**config.mk**
```make
export PLATFORM = sky130hd
export DESIGN_NAME = rational_arithmetic_unit
export DESIGN_NICKNAME = d
export VERILOG_FILES = /design/src/rau_pkg.sv /design/src/rau_div.sv /design/src/rau_fifo.sv /design/src/rau_front.sv /design/src/rau_back.sv /design/src/rational_arithmetic_unit.sv
export SDC_FILE = /design/constraint.sdc
export NUM_CORES = 2
export LEC_CHECK = 0
export ABC_AREA = 1
export BUFFER_PORTS_ARGS = -buffer_cell sky130_fd_sc_hd__buf_2
export CORE_ASPECT_RATIO = 1.75
export CORE_MARGIN = 2
export CORE_UTILIZATION = 65
export DETAILED_ROUTE_END_ITERATION = 12
export PLACE_DENSITY = 0.86
export REMOVE_ABC_BUFFERS = 1
export SLEW_MARGIN = 20
export SYNTH_ARGS = -nofsm -noshare
export SYNTH_HDL_FRONTEND = slang
export SYNTH_HIERARCHICAL = 1
export SYNTH_SLANG_ARGS = --single-unit
```
**constraint.sdc**
```tcl
create_clock -name clk -period 30.2 [get_ports clk]
set_clock_uncertainty 0.05 [all_clocks]
set_input_delay 4.53 -clock clk [delete_from_list [all_inputs] [get_ports clk]]
set_output_delay 4.53 -clock clk [all_outputs]
set_load 0.03 [all_outputs]
```
**src/rau_pkg.sv**
```systemverilog
// ----------------------------------------------------------------------------
// rau_pkg
// Shared constants and types of the rational arithmetic unit.
// ----------------------------------------------------------------------------
`timescale 1ns / 1ps

package rau_pkg;

  localparam int DATA_WIDTH_DEF  = 32;
  localparam int QUEUE_DEPTH_DEF = 2;
  localparam int CMD_W           = 3;

  // operation codes
  localparam logic [CMD_W-1:0] CMD_ADD   = 3'd0;
  localparam logic [CMD_W-1:0] CMD_SUB   = 3'd1;
  localparam logic [CMD_W-1:0] CMD_MUL   = 3'd2;
  localparam logic [CMD_W-1:0] CMD_DIV   = 3'd3;
  localparam logic [CMD_W-1:0] CMD_EQ    = 3'd4;
  localparam logic [CMD_W-1:0] CMD_LT    = 3'd5;
  localparam logic [CMD_W-1:0] CMD_VALID = 3'd6;

  // classification attached by the front end to each queued beat
  typedef struct packed {
    logic arith;    // cross products needed
    logic reduce;   // a GCD reduction follows
    logic bn_zero;  // second numerator is zero
    logic aden_nz;  // first denominator is nonzero
  } cls_t;

  localparam int CLS_W = $bits(cls_t);

endpackage

```
**src/rau_div.sv**
```systemverilog
// ----------------------------------------------------------------------------
// rau_div
// Restoring unsigned divider, one quotient bit per cycle.
// ----------------------------------------------------------------------------
`timescale 1ns / 1ps

module rau_div #(
  parameter int W = 32
) (
  input  logic         clk,
  input  logic         rst,
  input  logic         start,
  input  logic [W-1:0] dividend,
  input  logic [W-1:0] divisor,
  output logic         done,
  output logic [W-1:0] quo,
  output logic [W-1:0] rem
);

  localparam int CW = $clog2(W + 1);

  logic          busy;
  logic [CW-1:0] cnt;
  logic [W-1:0]  dsr;
  logic [W:0]    trial;
  logic          fits;

  // shift in the next dividend bit and test against the divisor
  always_comb begin
    trial = {rem, quo[W-1]};
    fits  = (trial >= {1'b0, dsr});
  end

  // control: run W steps, pulse done after the last one
  always_ff @(posedge clk) begin
    if (rst) begin
      busy <= 1'b0;
      done <= 1'b0;
      cnt  <= '0;
    end else begin
      done <= busy && (cnt == CW'(1));
      if (start) begin
        busy <= 1'b1;
        cnt  <= CW'(W);
      end else if (busy) begin
        cnt <= cnt - CW'(1);
        if (cnt == CW'(1)) begin
          busy <= 1'b0;
        end
      end
    end
  end

  // datapath
  always_ff @(posedge clk) begin
    if (start) begin
      quo <= dividend;
      rem <= '0;
      dsr <= divisor;
    end else if (busy) begin
      quo <= {quo[W-2:0], fits};
      rem <= fits ? W'(trial - {1'b0, dsr}) : trial[W-1:0];
    end
  end

endmodule

```
**src/rau_fifo.sv**
```systemverilog
// ----------------------------------------------------------------------------
// rau_fifo
// Small register queue between the front end and the back end.
// ----------------------------------------------------------------------------
`timescale 1ns / 1ps

module rau_fifo #(
  parameter int WIDTH = 8,
  parameter int DEPTH = 2
) (
  input  logic             clk,
  input  logic             rst,
  input  logic             push,
  input  logic [WIDTH-1:0] din,
  output logic             full,
  input  logic             pop,
  output logic             nempty,
  output logic [WIDTH-1:0] dout
);

  localparam int PW = (DEPTH > 1) ? $clog2(DEPTH) : 1;
  localparam int NW = $clog2(DEPTH + 1);

  logic [WIDTH-1:0] mem [DEPTH];
  logic [PW-1:0]    wr_ptr;
  logic [PW-1:0]    rd_ptr;
  logic [NW-1:0]    count;

  assign full   = (count == NW'(DEPTH));
  assign nempty = (count != '0);
  assign dout   = mem[rd_ptr];

  // store beats
  always_ff @(posedge clk) begin
    if (push) begin
      mem[wr_ptr] <= din;
    end
  end

  // advance pointers and occupancy
  always_ff @(posedge clk) begin
    if (rst) begin
      wr_ptr <= '0;
      rd_ptr <= '0;
      count  <= '0;
    end else begin
      if (push) begin
        wr_ptr <= (wr_ptr == PW'(DEPTH - 1)) ? '0 : wr_ptr + PW'(1);
      end
      if (pop) begin
        rd_ptr <= (rd_ptr == PW'(DEPTH - 1)) ? '0 : rd_ptr + PW'(1);
      end
      case ({push, pop})
        2'b10:   count <= count + NW'(1);
        2'b01:   count <= count - NW'(1);
        default: count <= count;
      endcase
    end
  end

endmodule

```
**src/rau_front.sv**
```systemverilog
// ----------------------------------------------------------------------------
// rau_front
// Accepts input beats, classifies the operation and queues the beat.
// ----------------------------------------------------------------------------
`timescale 1ns / 1ps

module rau_front #(
  parameter int W = 32
) (
  input  logic                       in_valid,
  output logic                       in_stall,
  input  logic [rau_pkg::CMD_W-1:0]  cmd,
  input  logic [W-1:0]               a_num,
  input  logic [W-1:0]               a_den,
  input  logic [W-1:0]               b_num,
  input  logic [W-1:0]               b_den,
  input  logic                       q_full,
  output logic                       q_push,
  output logic [rau_pkg::CMD_W+rau_pkg::CLS_W+4*W-1:0] q_din
);
  import rau_pkg::*;

  cls_t cls;

  // decode the operation
  always_comb begin
    cls.arith   = (cmd inside {CMD_ADD, CMD_SUB, CMD_MUL, CMD_DIV});
    cls.reduce  = (cmd inside {CMD_ADD, CMD_MUL, CMD_EQ, CMD_LT});
    cls.bn_zero = (b_num == '0);
    cls.aden_nz = (a_den != '0);
  end

  // hand the beat to the queue
  assign in_stall = q_full;
  assign q_push   = in_valid && !q_full;
  assign q_din    = {cmd, cls, a_num, a_den, b_num, b_den};

endmodule

```
**src/rau_back.sv**
```systemverilog
// ----------------------------------------------------------------------------
// rau_back
// Sequencer that carries out one queued operation: cross products on a
// shared multiplier, Euclid reduction on a shared divider, result register.
// ----------------------------------------------------------------------------
`timescale 1ns / 1ps

module rau_back #(
  parameter int W = 32
) (
  input  logic                clk,
  input  logic                rst,
  input  logic                q_nempty,
  input  logic [rau_pkg::CMD_W+rau_pkg::CLS_W+4*W-1:0] q_dout,
  output logic                q_pop,
  output logic                out_valid,
  input  logic                out_stall,
  output logic [W-1:0]        res_num,
  output logic [W-1:0]        res_den,
  output logic                flag
);
  import rau_pkg::*;

  typedef enum logic [8:0] {
    ST_IDLE = 9'b000000001,
    ST_MUL  = 9'b000000010,
    ST_COMB = 9'b000000100,
    ST_GCD  = 9'b000001000,
    ST_GCDW = 9'b000010000,
    ST_QN   = 9'b000100000,
    ST_QD   = 9'b001000000,
    ST_RED  = 9'b010000000,
    ST_DONE = 9'b100000000
  } state_t;

  function automatic logic [W-1:0] mag(input logic [W-1:0] v);
    mag = v[W-1] ? W'(-v) : v;
  endfunction

  function automatic logic [W-1:0] sneg(input logic [W-1:0] v, input logic s);
    sneg = s ? W'(-v) : v;
  endfunction

  state_t         state;
  logic [CMD_W-1:0] op;
  cls_t           cls;
  cls_t           q_cls;
  logic [W-1:0]   an, ad, bn, bd;
  logic [W-1:0]   p0, p1, p2;
  logic [W-1:0]   fn, fd, x, y, g;
  logic [W-1:0]   rn, rd, xn, xd;
  logic           which;
  logic [1:0]     mstep;
  logic [W-1:0]   dnum, dden;
  logic           dflag;

  logic [W-1:0]   mul_a, mul_b, prod;
  logic           last_step;
  logic           x_neg, y_neg, lt_ok;
  logic           div_start, div_done;
  logic [W-1:0]   div_a, div_b, div_q, div_r;

  rau_div #(.W(W)) u_div (
    .clk      (clk),
    .rst      (rst),
    .start    (div_start),
    .dividend (div_a),
    .divisor  (div_b),
    .done     (div_done),
    .quo      (div_q),
    .rem      (div_r)
  );

  assign q_pop = (state == ST_IDLE) && q_nempty;
  assign q_cls = cls_t'(q_dout[4*W +: CLS_W]);

  // sign cases of the less-than test on the two reduced operands
  always_comb begin
    x_neg = xd[W-1];
    y_neg = rd[W-1];
    lt_ok = (xd != '0) && (rd != '0) && !(x_neg && y_neg);
  end

  // select multiplier operands by operation and step
  always_comb begin
    mul_a = an;
    mul_b = bd;
    case (op)
      CMD_ADD, CMD_SUB: begin
        case (mstep)
          2'd0:    begin mul_a = an; mul_b = bd; end
          2'd1:    begin mul_a = ad; mul_b = bn; end
          default: begin mul_a = ad; mul_b = bd; end
        endcase
      end
      CMD_MUL: begin
        mul_a = (mstep == 2'd0) ? an : ad;
        mul_b = (mstep == 2'd0) ? bn : bd;
      end
      CMD_DIV: begin
        mul_a = (mstep == 2'd0) ? an : ad;
        mul_b = (mstep == 2'd0) ? bd : bn;
      end
      CMD_LT: begin
        mul_a = (mstep == 2'd0) ? sneg(xn, x_neg) : sneg(xd, x_neg);
        mul_b = (mstep == 2'd0) ? sneg(rd, y_neg) : sneg(rn, y_neg);
      end
      default: begin
        mul_a = an;
        mul_b = bd;
      end
    endcase
    prod      = W'(mul_a * mul_b);
    last_step = (op inside {CMD_ADD, CMD_SUB}) ? (mstep == 2'd2) : (mstep == 2'd1);
  end

  // issue divider work
  always_comb begin
    div_start = 1'b0;
    div_a     = mag(x);
    div_b     = mag(y);
    case (state)
      ST_GCD: begin
        if (y != '0) begin
          div_start = 1'b1;
        end else if (x != '0) begin
          div_start = 1'b1;
          div_a     = mag(fn);
          div_b     = mag(x);
        end
      end
      ST_QN: begin
        div_a     = mag(fd);
        div_b     = mag(g);
        div_start = div_done;
      end
      default: begin
        div_start = 1'b0;
      end
    endcase
  end

  // sequencer
  always_ff @(posedge clk) begin
    if (rst) begin
      state     <= ST_IDLE;
      out_valid <= 1'b0;
    end else begin
      // raise valid when a result is loaded, drop it once the beat is taken
      if ((state == ST_DONE) && (!out_valid || !out_stall)) begin
        out_valid <= 1'b1;
      end else if (out_valid && !out_stall) begin
        out_valid <= 1'b0;
      end
      case (state)
        ST_IDLE: begin
          if (q_nempty) begin
            {op, cls, an, ad, bn, bd} <= q_dout;
            which <= 1'b0;
            mstep <= 2'd0;
            dnum  <= '0;
            dden  <= '0;
            if (q_cls.arith) begin
              dflag <= 1'b0;
              state <= ST_MUL;
            end else if (q_cls.reduce) begin
              dflag <= 1'b0;
              fn    <= q_dout[3*W +: W];
              fd    <= q_dout[2*W +: W];
              x     <= q_dout[3*W +: W];
              y     <= q_dout[2*W +: W];
              state <= ST_GCD;
            end else begin
              dflag <= (q_dout[4*W + CLS_W +: CMD_W] == CMD_VALID)
                       && q_cls.aden_nz;
              state <= ST_DONE;
            end
          end
        end
        ST_MUL: begin
          case (mstep)
            2'd0:    p0 <= prod;
            2'd1:    p1 <= prod;
            default: p2 <= prod;
          endcase
          mstep <= mstep + 2'd1;
          if (last_step) begin
            state <= ST_COMB;
          end
        end
        ST_COMB: begin
          case (op)
            CMD_ADD: begin
              fn    <= p0 + p1;
              fd    <= p2;
              x     <= p0 + p1;
              y     <= p2;
              state <= ST_GCD;
            end
            CMD_MUL: begin
              fn    <= p0;
              fd    <= p1;
              x     <= p0;
              y     <= p1;
              state <= ST_GCD;
            end
            CMD_SUB: begin
              dnum  <= p0 - p1;
              dden  <= p2;
              state <= ST_DONE;
            end
            CMD_DIV: begin
              dnum  <= cls.bn_zero ? '0 : p0;
              dden  <= cls.bn_zero ? '0 : p1;
              state <= ST_DONE;
            end
            CMD_LT: begin
              dflag <= lt_ok && ($signed(p0) < $signed(p1));
              state <= ST_DONE;
            end
            default: begin
              state <= ST_DONE;
            end
          endcase
        end
        ST_GCD: begin
          if (y != '0) begin
            state <= ST_GCDW;
          end else if (x != '0) begin
            g     <= x;
            state <= ST_QN;
          end else begin
            rn    <= '0;
            rd    <= '0;
            state <= ST_RED;
          end
        end
        ST_GCDW: begin
          // remainder takes the sign of the dividend
          if (div_done) begin
            x     <= y;
            y     <= sneg(div_r, x[W-1]);
            state <= ST_GCD;
          end
        end
        ST_QN: begin
          if (div_done) begin
            rn    <= sneg(div_q, fn[W-1] ^ g[W-1]);
            state <= ST_QD;
          end
        end
        ST_QD: begin
          if (div_done) begin
            rd    <= sneg(div_q, fd[W-1] ^ g[W-1]);
            state <= ST_RED;
          end
        end
        ST_RED: begin
          if ((op inside {CMD_EQ, CMD_LT}) && !which) begin
            xn    <= rn;
            xd    <= rd;
            which <= 1'b1;
            fn    <= bn;
            fd    <= bd;
            x     <= bn;
            y     <= bd;
            state <= ST_GCD;
          end else if (op == CMD_EQ) begin
            dflag <= (xn == rn) && (xd == rd);
            state <= ST_DONE;
          end else if (op == CMD_LT) begin
            mstep <= 2'd0;
            state <= ST_MUL;
          end else begin
            dnum  <= rn;
            dden  <= rd;
            state <= ST_DONE;
          end
        end
        ST_DONE: begin
          if (!out_valid || !out_stall) begin
            state <= ST_IDLE;
          end
        end
        default: begin
          state <= ST_IDLE;
        end
      endcase
    end
  end

  // result register
  always_ff @(posedge clk) begin
    if ((state == ST_DONE) && (!out_valid || !out_stall)) begin
      res_num <= dnum;
      res_den <= dden;
      flag    <= dflag;
    end
  end

endmodule

```
**src/rational_arithmetic_unit.sv**
```systemverilog
// ----------------------------------------------------------------------------
// rational_arithmetic_unit
// Rational add, subtract, multiply, divide, compare and validity test; add,
// multiply and compare use GCD reduction.
// Input channel: in_valid / in_stall with cmd, a_num, a_den, b_num, b_den.
// A beat is taken on a rising edge with in_valid high and in_stall low.
// Output channel: out_valid / out_stall with res_num, res_den, flag; one
// result beat for every input beat, in order.
// A front end decodes each beat into a small queue (QUEUE_DEPTH entries);
// a back end sequencer works one item at a time on a shared multiplier and
// a bit-serial divider. Valid and unknown codes go straight to the result;
// subtract and divide use only the cross products; add, multiply, equal and
// less-than also run the Euclid remainder chain, so their time depends on it.
// A new item is taken only after the previous result is loaded; for reduced
// operations the divider work dominates the time per item.
// A result waiting under out_stall holds; the queue keeps accepting until
// full, then in_stall rises. Reset empties the queue and clears out_valid;
// the result register itself is not reset.
// ----------------------------------------------------------------------------
`timescale 1ns / 1ps

module rational_arithmetic_unit #(
  parameter int DATA_WIDTH  = rau_pkg::DATA_WIDTH_DEF,
  parameter int QUEUE_DEPTH = rau_pkg::QUEUE_DEPTH_DEF
) (
  input  logic                          clk,
  input  logic                          rst,
  input  logic                          in_valid,
  output logic                          in_stall,
  input  logic [rau_pkg::CMD_W-1:0]     cmd,
  input  logic signed [DATA_WIDTH-1:0]  a_num,
  input  logic signed [DATA_WIDTH-1:0]  a_den,
  input  logic signed [DATA_WIDTH-1:0]  b_num,
  input  logic signed [DATA_WIDTH-1:0]  b_den,
  output logic                          out_valid,
  input  logic                          out_stall,
  output logic signed [DATA_WIDTH-1:0]  res_num,
  output logic signed [DATA_WIDTH-1:0]  res_den,
  output logic                          flag
);
  import rau_pkg::*;

  localparam int QW = CMD_W + CLS_W + 4 * DATA_WIDTH;

  logic          q_push, q_full, q_pop, q_nempty;
  logic [QW-1:0] q_din, q_dout;
  logic [DATA_WIDTH-1:0] rnum, rden;

  rau_front #(.W(DATA_WIDTH)) u_front (
    .in_valid (in_valid),
    .in_stall (in_stall),
    .cmd      (cmd),
    .a_num    (a_num),
    .a_den    (a_den),
    .b_num    (b_num),
    .b_den    (b_den),
    .q_full   (q_full),
    .q_push   (q_push),
    .q_din    (q_din)
  );

  rau_fifo #(.WIDTH(QW), .DEPTH(QUEUE_DEPTH)) u_fifo (
    .clk    (clk),
    .rst    (rst),
    .push   (q_push),
    .din    (q_din),
    .full   (q_full),
    .pop    (q_pop),
    .nempty (q_nempty),
    .dout   (q_dout)
  );

  rau_back #(.W(DATA_WIDTH)) u_back (
    .clk       (clk),
    .rst       (rst),
    .q_nempty  (q_nempty),
    .q_dout    (q_dout),
    .q_pop     (q_pop),
    .out_valid (out_valid),
    .out_stall (out_stall),
    .res_num   (rnum),
    .res_den   (rden),
    .flag      (flag)
  );

  assign res_num = rnum;
  assign res_den = rden;

endmodule

```
==> results of run 1 <==
[per-layer routing]
metal / GRT overflow / GRT usage, %
met1: 0 / 59.6
met4: 13 / 72.2
met2: 17 / 89.8
met5: 0 / 5.73
met3: 0 / 33.4
[cells by family after synthesis]
family | count (synthesis)
fa+ha+maj | 647
flops | 1038
simple gates | 3499
compound gates | 1252
buf+inv | 1903
xor+xnor | 245
mux | 136
[stage by stage]
stage | cells | setup WS, ns
floorplan | 8283 | 15.86
global placement | 10100 | 19.39
detailed placement | 10100 | 19.15
CTS | 10300 | 19.04
==> flow_summary.toml, run 1 <==
[floorplanning]
pin_count = 202
dieHeight_um = 456
start_util_pct = 65.2
die_x_um = 262
rows = 166

[yosys]
ys_seq_elements = 1038
synth_compound_area_share_pct = 9.89
synthTopCellsByCount = "1746 x nand2_1, 1419 x inv_1, 983 x edfxtp_1, 848 x nor2_1, 523 x nand3_1"
ys_types = 87
syn_avg_cell_area_um2 = 8.71
postSynth.asyncResetShare_pct = 0
postSynthCellCount = 8720
synth.most_common_cell = "nand2_1"
yosysTopAreaCell = "edfxtp_1"
synth.area.mux_share_pct = 2.26
yosys.area_share.simple_pct = 19.6
synth_top_family_by_area = "simple AND/OR/NAND/NOR gates"
yosysTopAreaCellShare_pct = 38.9
synth_area_leaders = "edfxtp_1 39%, fa_1 11%, nand2_1 8.6%"
synth-xor-area-share_pct = 2.82
synthFlopType = "edfxtp_1"
synth-edff-count = 983
yosys_warnings = 6
syn_area_mm2 = 0.0760
yosysSeqAreaShare_pct = 40.3
synthAdderAreaFrac_pct = 14.7

[placed_design]
io_buffers = 201
dp_hpwl_um = 266000
post_dp_cell_area_mm2 = 0.0774
routabilityCongestion = 1.19

[global_route]
grt_pass1_vias = 74600
grt_overflow = 30
grt_pass1_wl_um = 538000
grtUsageTotal_pct = 62.7
grt_start_max_net_pins = 91

[cts]
cts_hold_buffers = 0
cts_root_buf = "clkbuf_16"
cts_sinks = 1038
postCtsSetupRepairBufs = 0
clockBufferDepth = 3
cts_max_level = 3
cts_resized = 0
cts-buffers-inserted = 94

[run_status]
lastStage = "5_1_grt"
outcome = "did not finish"
firstError = "[ERROR GRT-0116] Global routing finished with congestion. Check the congestion regions in the DRC Viewer."
==> run 2: changes to the inputs <==
--- a/config.mk
+++ b/config.mk
@@ -7,11 +7,10 @@
 export LEC_CHECK = 0
 export ABC_AREA = 1
 export BUFFER_PORTS_ARGS = -buffer_cell sky130_fd_sc_hd__buf_2
-export CORE_ASPECT_RATIO = 1.75
 export CORE_MARGIN = 2
-export CORE_UTILIZATION = 65
+export CORE_UTILIZATION = 40
 export DETAILED_ROUTE_END_ITERATION = 12
-export PLACE_DENSITY = 0.86
+export PLACE_DENSITY_LB_ADDON = 0.15
 export REMOVE_ABC_BUFFERS = 1
 export SLEW_MARGIN = 20
 export SYNTH_ARGS = -nofsm -noshare
==> run 2 against run 1 <==
The flow now finishes without violations; synthesized cell count did not move; synthesized area did not move.
==> flow_summary.toml, run 2 <==
[run_status]
outcome = "completed"

[cts]
cts_hold_buffers = 0
cts_tree = "done"
path_clk_slew_ns = 0.06
clockBufferDepth = 3
cts_resized = 0
cts_max_level = 3
cts_root_buf = "clkbuf_16"
cts_sinks = 1038
postCtsSetupRepairBufs = 0
cts-buffers-inserted = 119
clk_latency_ns = 0.83

[route]
antenna_left = 0
drt_pass1_iterations = 6
via_count = 63000
wl_per_cell_um = 28.1
drt_iter0_markers = 6171
drc = 0
routed_wl_um = 318000
via_per_inst = 5.57

[worst_setup_path]
cp_num_buf_inv = 11
path_class = "reg2reg"
arrival_ns = 12.31
startpoint_type = "flop"
critPathMaxStageDelay_ns = 0.82
r2r-start = "u_back/op[2]$_DFFE_PP_"
cp_common_cell = "inv_1"
crit_family = "adder cells"
cp.required_ns = 30.70
cp_max_fo = 46
critPathLaunch = "u_back/op[2]$_DFFE_PP_"
cp_slowest_cell = "edfxtp_1"
cp-end-kind = "flop"

[sta]
finalCritPeriodShare_pct = 39.1
fin_hold_ws_ns = 0.294
setup_viol = 0
setup_tns_ns = 0
slew_violations = 0
grt_setup_unrepaired = "false"
finalCriticalPeriod_ns = 11.81
fmax_mhz = 84.7
relSlewSlack_pct = 19.6
worst_pin_slew_ns = 1.19
hold_viol = 0

[job]
cap_violations = 0

[yosys]
yosysTopAreaCellShare_pct = 38.9
synthTopCellsByCount = "1746 x nand2_1, 1419 x inv_1, 983 x edfxtp_1, 848 x nor2_1, 523 x nand3_1"
postSynth.asyncResetShare_pct = 0
ys_types = 87
yosysTopAreaCell = "edfxtp_1"
syn_area_mm2 = 0.0760
synthFlopType = "edfxtp_1"
yosysSeqAreaShare_pct = 40.3
synth-edff-count = 983
synth.most_common_cell = "nand2_1"
postSynthCellCount = 8720
synth_area_leaders = "edfxtp_1 39%, fa_1 11%, nand2_1 8.6%"
ys_seq_elements = 1038
yosys_warnings = 6
syn_avg_cell_area_um2 = 8.71

[finish]
largest_register_ffs = 270
n_fill_cell = 18800
regMostFlops = "u_fifo/mem"
final_nets = 9499
final_cell_mix = "1745 x nand2_1, 1416 x inv_1, 983 x edfxtp_1"
final_cells = 11300
multi_input_area_mm2 = 0.0376
final_common_cell = "nand2_1"
area_delta_synth_final_pct = 8.96
layout-drive-gt1-share_pct = 9.74
seqCellArea_mm2 = 0.0306

[floorplanning]
die-area_mm2 = 0.193
rows = 159
pin_count = 202
die_x_um = 440
dieHeight_um = 440
core_mm2 = 0.188
start_util_pct = 40.4

[global_route]
antenna_found_initial = 24
grt_overflow = 0
grt_start_max_net_pins = 76
grtUsageTotal_pct = 32.6
grt_pass1_wl_um = 449000
grt_pass1_vias = 62000

[placed_design]
routabilityCongestion = 0.990
io_buffers = 201
dp_hpwl_um = 252000
dp.cells = 11100

[min_path]
hp-class = "reg2reg"
worstHoldStart = "u_back/dnum[29]$_DFFE_PP_"
## run 2: cell counts after synthesis
No cell type changed its count.
## run 2: stage by stage
| step | worst slack [ns] | cell area [um^2] | util [%] |
|---|---|---|---|
| after floorplan | 15.86 | 73600 | - |
| after global placement | 18.87 | 78700 | 41.8 |
| after detailed placement | 18.68 | 78700 | 41.8 |
| after CTS | 18.55 | 82800 | 44.0 |
| after global routing | 18.04 | 82800 | 44.0 |
| final | 18.39 | 82800 | 44.0 |
## run 2: layer usage
layer | vias to the layer above | global-route usage [%] | routed length (um)
li1 | 28500 | - | -
met1 | 31300 | 41.7 | 128000
met2 | 2643 | 53.9 | 150000
met3 | 621 | 4.26 | 19900
met4 | 12 | 16.7 | 19500
met5 | - | 0 | 85
## run 2: worst reg2reg max path: cells and delay by family (launching register included)
family / cells / cell delay [ns]
AOI/OAI and AO/OA: 10 / 2.70
xor gates and xnor gates: 1 / 0.27
adders and majority gates: 9 / 3.88
buffers and inverters: 11 / 2.81
DFF: 1 / 0.82
and+or+nand+nor: 5 / 1.03
## run 2: area by class of cell
| class | count | share of cell area [%] |
|---|---|---|
| multi-input combinational | 5779 | 45.4 |
| clock buffer | 143 | 3.82 |
| clock inverter | 83 | 1.07 |
| inverter | 1466 | 6.67 |
| antenna | 5 | 0.0151 |
| tap | 2495 | 3.77 |
| sequential | 1038 | 37.0 |
| timing repair buffer | 313 | 2.23 |
## run 2: logic make-up after synthesis
group	count (synthesis)	synth area share (%)
muxes	136	2.26
xor gates and xnor gates	245	2.82
and+or+nand+nor	3499	19.6
adders and majority gates	647	14.7
buffers and inverters	1903	10.4
AOI/OAI and AO/OA	1252	9.89
DFF	1038	40.3
## run 2: path summary, 6_finish.rpt
kind | endpoint | slack, ns | cells past startpoint
setup / recovery | u_back/p0[28]$_DFFE_PP_ | 18.39 | 36
hold / removal | u_back/res_num[29]$_DFFE_PP_ | 0.29 | 0
setup reg to reg | u_back/p0[28]$_DFFE_PP_ | 18.39 | 36
hold reg to reg | u_back/res_num[29]$_DFFE_PP_ | 0.29 | 0
Power of run 2 is not shown: default switching activity piles up to over one toggle a cycle in this logic, so the estimate is an artifact.
